### src/hw/rtl/bta_pkg.sv
// ----------------------------------------------------------------------------
// bta_pkg
// Shared types, constants and helpers for the binary to ASCII number converter.
// ----------------------------------------------------------------------------
package bta_pkg;

  // Default sizes, handed to the top level as parameter defaults.
  localparam int BUF_LEN_DEF    = 12;
  localparam int VALUE_BITS_DEF = 32;

  // Fixed field widths.
  localparam int OP_W   = 2;
  localparam int MIN_W  = 7;
  localparam int CHAR_W = 8;
  localparam int LEN_W  = 4;

  // Binary coded decimal correction: a digit of five or more gets three added
  // before the shift.
  localparam logic [3:0] BCD_ADJ_MIN = 4'd5;
  localparam logic [3:0] BCD_ADJ     = 4'd3;
  localparam logic [3:0] DEC_RADIX   = 4'd10;

  // ASCII characters used in the text.
  localparam logic [CHAR_W-1:0] CH_ZERO  = 8'h30;
  localparam logic [CHAR_W-1:0] CH_MINUS = 8'h2D;
  localparam logic [CHAR_W-1:0] CH_X     = 8'h78;
  localparam logic [CHAR_W-1:0] CH_UPPER_A = 8'h41;

  // Conversion selector.
  typedef enum logic [OP_W-1:0] {
    OP_SIGNED   = 2'd0,
    OP_PADDED   = 2'd1,
    OP_UNSIGNED = 2'd2,
    OP_HEX      = 2'd3
  } op_e;

  // Sequencer states.
  typedef enum logic [1:0] {
    ST_IDLE,
    ST_DABBLE,
    ST_NORM,
    ST_EMIT
  } state_e;

  // Commands to the shared shift unit.
  typedef enum logic [2:0] {
    CMD_NONE,
    CMD_LOAD_DEC,
    CMD_LOAD_HEX,
    CMD_DABBLE,
    CMD_SHIFT
  } cmd_e;

  // Control bundle from the sequencer to the shift unit.
  typedef struct packed {
    cmd_e cmd;
    logic negate;
  } unit_ctrl_t;

  // Number of decimal digits of the largest unsigned word of the given width.
  function automatic int dec_digits(input int bits);
    return ((bits * 1233) >> 12) + 1;
  endfunction

  // Uppercase hexadecimal glyph of one digit.
  function automatic logic [CHAR_W-1:0] glyph(input logic [3:0] digit);
    logic [CHAR_W-1:0] wide;
    wide = {4'h0, digit};
    if (digit < DEC_RADIX) begin
      return CH_ZERO + wide;
    end else begin
      return CH_UPPER_A + wide - {4'h0, DEC_RADIX};
    end
  endfunction

endpackage

### src/hw/rtl/bta_if.sv
// ----------------------------------------------------------------------------
// bta_if
// Request channels of the converter: the word to convert and the characters.
// ----------------------------------------------------------------------------

// Conversion request channel.
interface bta_in_if #(
  parameter int VALUE_BITS = bta_pkg::VALUE_BITS_DEF
);
  logic                         valid;
  logic                         ready;
  logic [bta_pkg::OP_W-1:0]     operation;
  logic [VALUE_BITS-1:0]        value;
  logic [bta_pkg::MIN_W-1:0]    min_digits;

  modport source (output valid, output operation, output value, output min_digits,
                  input ready);
  modport sink   (input valid, input operation, input value, input min_digits,
                  output ready);
endinterface

// Character channel, one request per character.
interface bta_out_if;
  logic                         valid;
  logic                         ready;
  logic [bta_pkg::CHAR_W-1:0]   character;
  logic                         is_last;
  logic [bta_pkg::LEN_W-1:0]    length;

  modport source (output valid, output character, output is_last, output length,
                  input ready);
  modport sink   (input valid, input character, input is_last, input length,
                  output ready);
endinterface

### src/hw/rtl/bta_shift_unit.sv
// ----------------------------------------------------------------------------
// bta_shift_unit
// Shared digit register with a shift-add-3 step, a digit shift and loads.
// ----------------------------------------------------------------------------
module bta_shift_unit #(
  parameter int VALUE_BITS = bta_pkg::VALUE_BITS_DEF
) (
  input  logic                    clk_i,
  input  bta_pkg::unit_ctrl_t     ctrl_i,
  input  logic [VALUE_BITS-1:0]   value_i,
  output logic [3:0]              top_digit_o
);

  localparam int NDIG = bta_pkg::dec_digits(VALUE_BITS);
  localparam int DW   = 4 * NDIG;

  logic [DW-1:0]         dig_q, dig_d;
  logic [VALUE_BITS-1:0] bin_q, bin_d;
  logic [DW-1:0]         adj;
  logic [VALUE_BITS-1:0] mag;

  // Each decimal digit is corrected on its own before the shift.
  always_comb begin
    for (int i = 0; i < NDIG; i++) begin
      if (dig_q[4*i +: 4] >= bta_pkg::BCD_ADJ_MIN) begin
        adj[4*i +: 4] = dig_q[4*i +: 4] + bta_pkg::BCD_ADJ;
      end else begin
        adj[4*i +: 4] = dig_q[4*i +: 4];
      end
    end
  end

  // Magnitude of a negative word, formed as an unsigned number.
  assign mag = ctrl_i.negate ? (~value_i + VALUE_BITS'(1)) : value_i;

  // Next value of the digit and binary registers.
  always_comb begin
    dig_d = dig_q;
    bin_d = bin_q;
    case (ctrl_i.cmd)
      bta_pkg::CMD_LOAD_DEC: begin
        dig_d = '0;
        bin_d = mag;
      end
      bta_pkg::CMD_LOAD_HEX: begin
        dig_d = DW'(value_i);
      end
      bta_pkg::CMD_DABBLE: begin
        dig_d = {adj[DW-2:0], bin_q[VALUE_BITS-1]};
        bin_d = {bin_q[VALUE_BITS-2:0], 1'b0};
      end
      bta_pkg::CMD_SHIFT: begin
        dig_d = {dig_q[DW-5:0], 4'h0};
      end
      default: begin
        dig_d = dig_q;
      end
    endcase
  end

  // Working registers carry payload only.
  always_ff @(posedge clk_i) begin
    dig_q <= dig_d;
    bin_q <= bin_d;
  end

  assign top_digit_o = dig_q[DW-1 -: 4];

endmodule

### src/hw/rtl/bta_ctrl.sv
// ----------------------------------------------------------------------------
// bta_ctrl
// Sequencer: runs the conversion, strips leading zeros and emits characters.
// ----------------------------------------------------------------------------
module bta_ctrl #(
  parameter int BUF_LEN    = bta_pkg::BUF_LEN_DEF,
  parameter int VALUE_BITS = bta_pkg::VALUE_BITS_DEF
) (
  input  logic                        clk_i,
  input  logic                        rst_ni,
  input  logic                        in_valid_i,
  output logic                        in_ready_o,
  input  bta_pkg::op_e                op_i,
  input  logic                        value_msb_i,
  input  logic [bta_pkg::MIN_W-1:0]   min_digits_i,
  output logic                        out_valid_o,
  input  logic                        out_ready_i,
  output logic [bta_pkg::CHAR_W-1:0]  character_o,
  output logic                        is_last_o,
  output logic [bta_pkg::LEN_W-1:0]   length_o,
  input  logic [3:0]                  top_digit_i,
  output bta_pkg::unit_ctrl_t         unit_ctrl_o
);

  localparam int NDIG = bta_pkg::dec_digits(VALUE_BITS);
  localparam int NMAX = (NDIG > BUF_LEN) ? NDIG : BUF_LEN;
  localparam int NW   = $clog2(NMAX + 1);
  localparam int BCW  = $clog2(VALUE_BITS + 1);

  bta_pkg::state_e state_q, state_d;
  bta_pkg::op_e    op_q, op_d;
  logic            neg_q, neg_d;
  logic            trim_q, trim_d;
  logic [NW-1:0]   min_q, min_d;
  logic [NW-1:0]   cap_q, cap_d;
  logic [NW-1:0]   cnt_q, cnt_d;
  logic [NW-1:0]   pre_q, pre_d;
  logic [NW-1:0]   len_q, len_d;
  logic [NW-1:0]   k_q, k_d;
  logic [BCW-1:0]  bitcnt_q, bitcnt_d;

  logic            neg_in;
  logic [NW-1:0]   min_clamped;
  logic [NW-1:0]   pad;
  logic [NW-1:0]   pre_n;
  logic            strip;

  // Sign of the incoming word for the two signed conversions.
  assign neg_in = ((op_i == bta_pkg::OP_SIGNED) || (op_i == bta_pkg::OP_PADDED)) &&
                  value_msb_i;

  // Minimum digit count, clamped to two below the buffer length.
  assign min_clamped = (min_digits_i > bta_pkg::MIN_W'(BUF_LEN - 2)) ?
                       NW'(BUF_LEN - 2) : NW'(min_digits_i);

  // Leading zeros go, and so do digits that would overflow the buffer. Once a
  // significant digit has been cut off the top, zeros stay unless they overflow.
  assign strip = ((cnt_q > NW'(1)) && (top_digit_i == 4'h0) && !trim_q) ||
                 (cnt_q > cap_q);

  // Zero padding up to the minimum digit count.
  assign pad = ((op_q == bta_pkg::OP_PADDED) && (min_q > cnt_q)) ? (min_q - cnt_q) : '0;

  assign pre_n = (op_q == bta_pkg::OP_HEX) ? NW'(2) : (NW'(neg_q) + pad);

  // State register.
  always_ff @(posedge clk_i or negedge rst_ni) begin
    if (!rst_ni) begin
      state_q <= bta_pkg::ST_IDLE;
    end else begin
      state_q <= state_d;
    end
  end

  // Per-request working registers.
  always_ff @(posedge clk_i) begin
    op_q     <= op_d;
    neg_q    <= neg_d;
    trim_q   <= trim_d;
    min_q    <= min_d;
    cap_q    <= cap_d;
    cnt_q    <= cnt_d;
    pre_q    <= pre_d;
    len_q    <= len_d;
    k_q      <= k_d;
    bitcnt_q <= bitcnt_d;
  end

  // Next state and unit commands.
  always_comb begin
    state_d            = state_q;
    op_d               = op_q;
    neg_d              = neg_q;
    trim_d             = trim_q;
    min_d              = min_q;
    cap_d              = cap_q;
    cnt_d              = cnt_q;
    pre_d              = pre_q;
    len_d              = len_q;
    k_d                = k_q;
    bitcnt_d           = bitcnt_q;
    unit_ctrl_o.cmd    = bta_pkg::CMD_NONE;
    unit_ctrl_o.negate = neg_in;
    in_ready_o         = 1'b0;
    out_valid_o        = 1'b0;
    unique case (state_q)
      bta_pkg::ST_IDLE: begin
        in_ready_o = 1'b1;
        if (in_valid_i) begin
          op_d   = op_i;
          neg_d  = neg_in;
          trim_d = 1'b0;
          min_d  = min_clamped;
          if (op_i == bta_pkg::OP_HEX) begin
            unit_ctrl_o.cmd = bta_pkg::CMD_LOAD_HEX;
            cnt_d           = NW'(NDIG);
            cap_d           = NW'(BUF_LEN - 3);
            state_d         = bta_pkg::ST_NORM;
          end else begin
            unit_ctrl_o.cmd = bta_pkg::CMD_LOAD_DEC;
            bitcnt_d        = BCW'(VALUE_BITS);
            cap_d           = NW'(BUF_LEN - 1) - NW'(neg_in);
            state_d         = bta_pkg::ST_DABBLE;
          end
        end
      end
      bta_pkg::ST_DABBLE: begin
        unit_ctrl_o.cmd = bta_pkg::CMD_DABBLE;
        bitcnt_d        = bitcnt_q - BCW'(1);
        if (bitcnt_q == BCW'(1)) begin
          cnt_d   = NW'(NDIG);
          state_d = bta_pkg::ST_NORM;
        end
      end
      bta_pkg::ST_NORM: begin
        if (strip) begin
          unit_ctrl_o.cmd = bta_pkg::CMD_SHIFT;
          cnt_d           = cnt_q - NW'(1);
          if ((cnt_q > cap_q) && (top_digit_i != 4'h0)) begin
            trim_d = 1'b1;
          end
        end else begin
          pre_d   = pre_n;
          len_d   = pre_n + cnt_q;
          k_d     = '0;
          state_d = bta_pkg::ST_EMIT;
        end
      end
      bta_pkg::ST_EMIT: begin
        out_valid_o = 1'b1;
        if (out_ready_i) begin
          if (k_q >= pre_q) begin
            unit_ctrl_o.cmd = bta_pkg::CMD_SHIFT;
          end
          k_d = k_q + NW'(1);
          if (is_last_o) begin
            state_d = bta_pkg::ST_IDLE;
          end
        end
      end
      default: begin
        state_d = bta_pkg::ST_IDLE;
      end
    endcase
  end

  // Character selection: prefix, sign or padding first, then the digits.
  always_comb begin
    if (k_q < pre_q) begin
      if (op_q == bta_pkg::OP_HEX) begin
        character_o = (k_q == '0) ? bta_pkg::CH_ZERO : bta_pkg::CH_X;
      end else if (neg_q && (k_q == '0)) begin
        character_o = bta_pkg::CH_MINUS;
      end else begin
        character_o = bta_pkg::CH_ZERO;
      end
    end else begin
      character_o = bta_pkg::glyph(top_digit_i);
    end
  end

  assign is_last_o = (k_q == (len_q - NW'(1)));
  assign length_o  = len_q[bta_pkg::LEN_W-1:0];

endmodule

### src/hw/rtl/binary_to_ascii_number_core.sv
// Sequence: a decimal request is loaded and runs VALUE_BITS shift-add-3 steps, then
// strips leading digits one at a time (up to NDIG-1) before it sends its characters,
// each held until the receiver takes it; hex requests skip the shift-add-3.
// Throughput: one request at a time; ready stays low until the last character is taken.
// Reset: asynchronous, active low; clears the sequencer to idle, nothing else is kept.
// ----------------------------------------------------------------------------
// binary_to_ascii_number_core
// Converts a word to signed, zero-padded or unsigned decimal, or to hex text
// with a 0x prefix, and sends the characters most significant first.
// ----------------------------------------------------------------------------
module binary_to_ascii_number_core #(
  parameter int BUF_LEN    = bta_pkg::BUF_LEN_DEF,
  parameter int VALUE_BITS = bta_pkg::VALUE_BITS_DEF
) (
  input  logic      clk_i,
  input  logic      rst_ni,
  bta_in_if.sink    in_i,
  bta_out_if.source out_o
);

  bta_pkg::unit_ctrl_t unit_ctrl;
  logic [3:0]          top_digit;

  // Sequencer.
  bta_ctrl #(
    .BUF_LEN    (BUF_LEN),
    .VALUE_BITS (VALUE_BITS)
  ) u_ctrl (
    .clk_i        (clk_i),
    .rst_ni       (rst_ni),
    .in_valid_i   (in_i.valid),
    .in_ready_o   (in_i.ready),
    .op_i         (bta_pkg::op_e'(in_i.operation)),
    .value_msb_i  (in_i.value[VALUE_BITS-1]),
    .min_digits_i (in_i.min_digits),
    .out_valid_o  (out_o.valid),
    .out_ready_i  (out_o.ready),
    .character_o  (out_o.character),
    .is_last_o    (out_o.is_last),
    .length_o     (out_o.length),
    .top_digit_i  (top_digit),
    .unit_ctrl_o  (unit_ctrl)
  );

  // Shared shift-add-3 and digit shift unit.
  bta_shift_unit #(
    .VALUE_BITS (VALUE_BITS)
  ) u_shift_unit (
    .clk_i       (clk_i),
    .ctrl_i      (unit_ctrl),
    .value_i     (in_i.value),
    .top_digit_o (top_digit)
  );

  // The block never takes a request while characters are being sent.
  assert property (@(posedge clk_i) disable iff (!rst_ni)
    !(in_i.ready && out_o.valid))
    else $error("request accepted while characters are pending");

  // After the last character is taken the block is ready again.
  assert property (@(posedge clk_i) disable iff (!rst_ni)
    (out_o.valid && out_o.ready && out_o.is_last) |=> in_i.ready)
    else $error("not ready after the last character");

  // A character that is not the last is followed by another one.
  assert property (@(posedge clk_i) disable iff (!rst_ni)
    (out_o.valid && out_o.ready && !out_o.is_last) |=> out_o.valid)
    else $error("text ended before its last character");

endmodule

### src/flat_wrapper.sv
// flat-port wrapper written by rule: the top's interface ports become plain ports
module binary_to_ascii_number_core_flat 
#(
  parameter int BUF_LEN    = bta_pkg::BUF_LEN_DEF,
  parameter int VALUE_BITS = bta_pkg::VALUE_BITS_DEF
)
  (clk_i, rst_ni, in_i_valid, in_i_operation, in_i_value, in_i_min_digits, in_i_ready, out_o_valid, out_o_character, out_o_is_last, out_o_length, out_o_ready);
  bta_in_if #(.VALUE_BITS(VALUE_BITS)) in_i_i ();
  bta_out_if out_o_i ();
  input  logic clk_i;
  input  logic rst_ni;
  input wire logic [$bits(in_i_i.valid)-1:0] in_i_valid;
  input wire logic [$bits(in_i_i.operation)-1:0] in_i_operation;
  input wire logic [$bits(in_i_i.value)-1:0] in_i_value;
  input wire logic [$bits(in_i_i.min_digits)-1:0] in_i_min_digits;
  output wire logic [$bits(in_i_i.ready)-1:0] in_i_ready;
  output wire logic [$bits(out_o_i.valid)-1:0] out_o_valid;
  output wire logic [$bits(out_o_i.character)-1:0] out_o_character;
  output wire logic [$bits(out_o_i.is_last)-1:0] out_o_is_last;
  output wire logic [$bits(out_o_i.length)-1:0] out_o_length;
  input wire logic [$bits(out_o_i.ready)-1:0] out_o_ready;
  assign in_i_i.valid = in_i_valid;
  assign in_i_i.operation = in_i_operation;
  assign in_i_i.value = in_i_value;
  assign in_i_i.min_digits = in_i_min_digits;
  assign in_i_ready = in_i_i.ready;
  assign out_o_valid = out_o_i.valid;
  assign out_o_character = out_o_i.character;
  assign out_o_is_last = out_o_i.is_last;
  assign out_o_length = out_o_i.length;
  assign out_o_i.ready = out_o_ready;
  binary_to_ascii_number_core #(.BUF_LEN(BUF_LEN), .VALUE_BITS(VALUE_BITS)) u_core (.clk_i(clk_i), .rst_ni(rst_ni), .in_i(in_i_i), .out_o(out_o_i));
endmodule
### config.mk
export PLATFORM = sky130hd
export DESIGN_NAME = binary_to_ascii_number_core_flat
export DESIGN_NICKNAME = d
export VERILOG_FILES = /design/src/hw/rtl/bta_pkg.sv /design/src/hw/rtl/bta_if.sv /design/src/hw/rtl/bta_shift_unit.sv /design/src/hw/rtl/bta_ctrl.sv /design/src/hw/rtl/binary_to_ascii_number_core.sv /design/src/flat_wrapper.sv
export SDC_FILE = /design/constraint.sdc
export NUM_CORES = 1
export LEC_CHECK = 0
export BUFFER_PORTS_ARGS = -buffer_cell sky130_fd_sc_hd__buf_2
export CAP_MARGIN = 20
export CORE_ASPECT_RATIO = 2
export CORE_MARGIN = 5
export CORE_UTILIZATION = 30
export DETAILED_ROUTE_END_ITERATION = 10
export SYNTH_ARGS = -nofsm -noshare
export SYNTH_HDL_FRONTEND = slang
export SYNTH_HIERARCHICAL = 1
export SYNTH_SLANG_ARGS = --single-unit
### constraint.sdc
create_clock -name clk_i -period 4.3 [get_ports clk_i]
set_clock_uncertainty 0.05 [all_clocks]
set_input_delay 0.43 -clock clk_i [delete_from_list [all_inputs] [get_ports clk_i]]
set_output_delay 0.43 -clock clk_i [all_outputs]
set_load 0.005 [all_outputs]
==> impl_metrics.env <==
export IMPL_outcome="completed"
export IMPL_ys_seq_area_frac=0.428
export IMPL_cap_violations=0
export IMPL_max_freq_mhz=285
export IMPL_layout_common_cells="104 x edfxtp_1, 71 x nand2_1, 58 x buf_2, 58 x a21oi_1"
export IMPL_cp_data_arrival_time_ns=3.57
export IMPL_gp_congestion=0.804
export IMPL_synth_area_leader_cell="edfxtp_1"
export IMPL_ios=60
export IMPL_hold_path_class="in -> reg"
export IMPL_min_period_ns=3.50
export IMPL_dpl_cell_area_um2=8050
export IMPL_antenna_found_initial=0
export IMPL_synth_ff_type="edfxtp_1"
export IMPL_post_dp_hpwl_um=13300
export IMPL_routed_wl_um=17600
export IMPL_drt_initial_drc_count=368
export IMPL_vdd_drop_max_v=0.000171
export IMPL_synth_async_reset_ratio=0.0189
export IMPL_port_buffers=58
export IMPL_cp_required_ns=4.37
export IMPL_cts_root_buf="clkbuf_16"
export IMPL_criticalPathCategory="reg -> reg"
export IMPL_dp_slack_ns=0.817
export IMPL_setup_violations=0
export IMPL_diodes=0
export IMPL_slew_viol_final=0
export IMPL_synth_cell_types=59
export IMPL_synthesis_area_um2=7410
export IMPL_cts_clk_slew_worst_paths_ns=0.08
export IMPL_cts_buffer_depth=2
export IMPL_hold_viol=0
export IMPL_synth_seq_cells=106
export IMPL_netlist_instances=741
export IMPL_nets=884
export IMPL_antenna_left=0
export IMPL_insertion_delay_ns=0.37
export IMPL_synth_edf_count=104
export IMPL_synth_area_leaders="edfxtp_1 42%, ha_1 8.3%, xor2_1 4.3%"
export IMPL_final_common_cell="edfxtp_1"
export IMPL_grt_start_max_net_pins=52
export IMPL_drive_above_1_share=0.144
export IMPL_post_route_period_util=0.815
export IMPL_dr_pass1_iters=4
export IMPL_gr_total_overflow=0
export IMPL_syn_area_per_cell_um2=10.0
export IMPL_coreArea_um2=24400
export IMPL_power_leakage_nw=3.41
export IMPL_num_rows=81
export IMPL_wl_per_cell_um=15.7
export IMPL_start_util=0.304
export IMPL_post_cts_buffers=0
export IMPL_slew_headroom=0.330
export IMPL_reg2reg_slack_ns=0.80
export IMPL_grt_use_total=0.130
export IMPL_dieHeight_um=232
export IMPL_vias=5548
export IMPL_yosysTopAreaCellShare=0.421
export IMPL_drcViolationCount=0
export IMPL_area_growth_pct=13.3
export IMPL_fillers=2503
export IMPL_worst_setup_path_end_kind="register"
export IMPL_grt_first_pass_wirelength_um=28800
export IMPL_post_drt_via_cell_ratio=4.93
export IMPL_dieWidth_um=121
export IMPL_grt_pass1_vias=5739
export IMPL_worst_slack_ns=0.797
export IMPL_synth_nets=837
export IMPL_cts_made_buffers=9
export IMPL_cts_max_level=3
export IMPL_tns_ns=0
export IMPL_power_density_nw_per_um2=255
export IMPL_path_max_fanout=6
export IMPL_tritoncts="built"
export IMPL_startpoint_type="register"
export IMPL_rsz0062_at_grt="false"
export IMPL_fin_area_um2=8400
export IMPL_cts_sinks=106
export IMPL_dieArea_um2=28200
export IMPL_yosysWarnings=6
export IMPL_worst_slew_pin_slew_ns=1.00
## power by group
part / internal, W / total, W / switching, W
clock network: 0.000518 / 0.000926 / 0.000408
logic: 0.0000407 / 0.000104 / 0.0000628
registers: 0.00112 / 0.00112 / 0
## through the flow
stage / cells / util / total power (W) / hold slack (ns)
final: 1125 / 0.344 / 0.00215 / 0.239
after global routing: 1125 / 0.344 / 0.00222 / 0.236
after CTS: 1124 / 0.343 / 0.00217 / 0.239
after detailed placement: 1107 / 0.330 / 0.00124 / 0.178
after global placement: 1107 / 0.330 / 0.00124 / 0.174
after floorplan: 741 / - / 0.00119 / 0.0844
## cell usage after synthesis, types with 15 or more instances
cell,n
clkbuf_1,23
mux2i_1,26
o21ai_0,55
a21oi_1,58
edfxtp_1,104
nand2b_1,16
ha_1,49
nor3b_1,18
nand2_1,72
nor2_1,47
xor2_1,36
o31ai_1,15
inv_1,55
xnor2_1,27
## worst paths after layout
kind	from	end	depth (start not counted)
worst max-delay path	u_core/u_ctrl/cnt_q[0]$_SDFFCE_PN0P_	u_core/u_ctrl/length_o[3]$_DFFE_PP_	14
worst min-delay path	in_i_operation[1]	u_core/u_ctrl/op_q[1]$_DFFE_PP_	1
worst max register to register	u_core/u_ctrl/cnt_q[0]$_SDFFCE_PN0P_	u_core/u_ctrl/length_o[3]$_DFFE_PP_	14
worst min register to register	u_core/u_shift_unit/bin_q[5]$_DFFE_PP_	u_core/u_shift_unit/bin_q[6]$_DFFE_PP_	2
max in group asynchronous	rst_ni	u_core/u_ctrl/state_q[1]$_DFFE_PN0P_	2
min in group asynchronous	rst_ni	u_core/u_ctrl/state_q[0]$_DFFE_PN0P_	2
## critical path: stages (launching register included)
cell,delay [ns]
edfxtp_1,0.50
ha_1,0.24
inv_1,0.07
fa_1,0.20
nand3_1,0.13
a2111oi_4,0.41
nor2b_1,0.18
ha_1,0.18
ha_1,0.22
nand2b_1,0.19
ha_1,0.30
a21o_1,0.18
a21oi_1,0.17
xnor2_1,0.16
xnor2_1,0.08
## layout make-up
| cell class | instances | area [µm²] | area share |
|---|---|---|---|
| Clock buffer | 9 | 225 | 0.0268 |
| Clock inverter | 7 | 100 | 0.0119 |
| Inverter | 55 | 206 | 0.0246 |
| Multi-Input combinational cell | 547 | 3900 | 0.464 |
| Sequential cell | 106 | 3170 | 0.378 |
| Tap cell | 332 | 415 | 0.0494 |
| Timing Repair Buffer | 69 | 383 | 0.0456 |
## flip-flops by register name, indices dropped and copies added (netlist names)
register	count
u_core/u_ctrl/min_q	4
u_core/u_ctrl/neg_q	1
u_core/u_ctrl/op_q	2
u_core/u_ctrl/k_q	4
u_core/u_ctrl/pre_q	4
u_core/u_ctrl/bitcnt_q	6
u_core/u_ctrl/length_o	4
u_core/u_ctrl/cnt_q	4
u_core/u_ctrl/cap_q	2
u_core/u_ctrl/trim_q	1
u_core/u_ctrl/state_q	2
u_core/u_shift_unit/dig_q	40
u_core/u_shift_unit/bin_q	32
## logic make-up after synthesis
kind of cell / after synthesis / share of synthesized area
flip-flops: 106 / 0.428
buffers and inverters: 88 / 0.0481
adder cells (fa/ha/maj): 51 / 0.0881
AO/OA/AOI/OAI: 183 / 0.160
XOR/XNOR: 63 / 0.0744
other: 1 / 0.000506
multiplexers: 31 / 0.0430
AND/OR/NAND/NOR: 218 / 0.157
## metal layers
metal | vias up | global-route usage | part of all wire
met5 | - | 0 | 0
met4 | 0 | 0.0628 | 0.035
met3 | 38 | 0.0193 | 0.027
met2 | 95 | 0.255 | 0.57
met1 | 2672 | 0.128 | 0.36
li1 | 2743 | - | -
## what timing repair did
action	CTS	global route
endpoints found under the hold margin	2	0
hold buffers	1	0
resized for setup	0	0
setup endpoints to repair	0	0
Note: power is estimated with default switching activity, not from simulation.
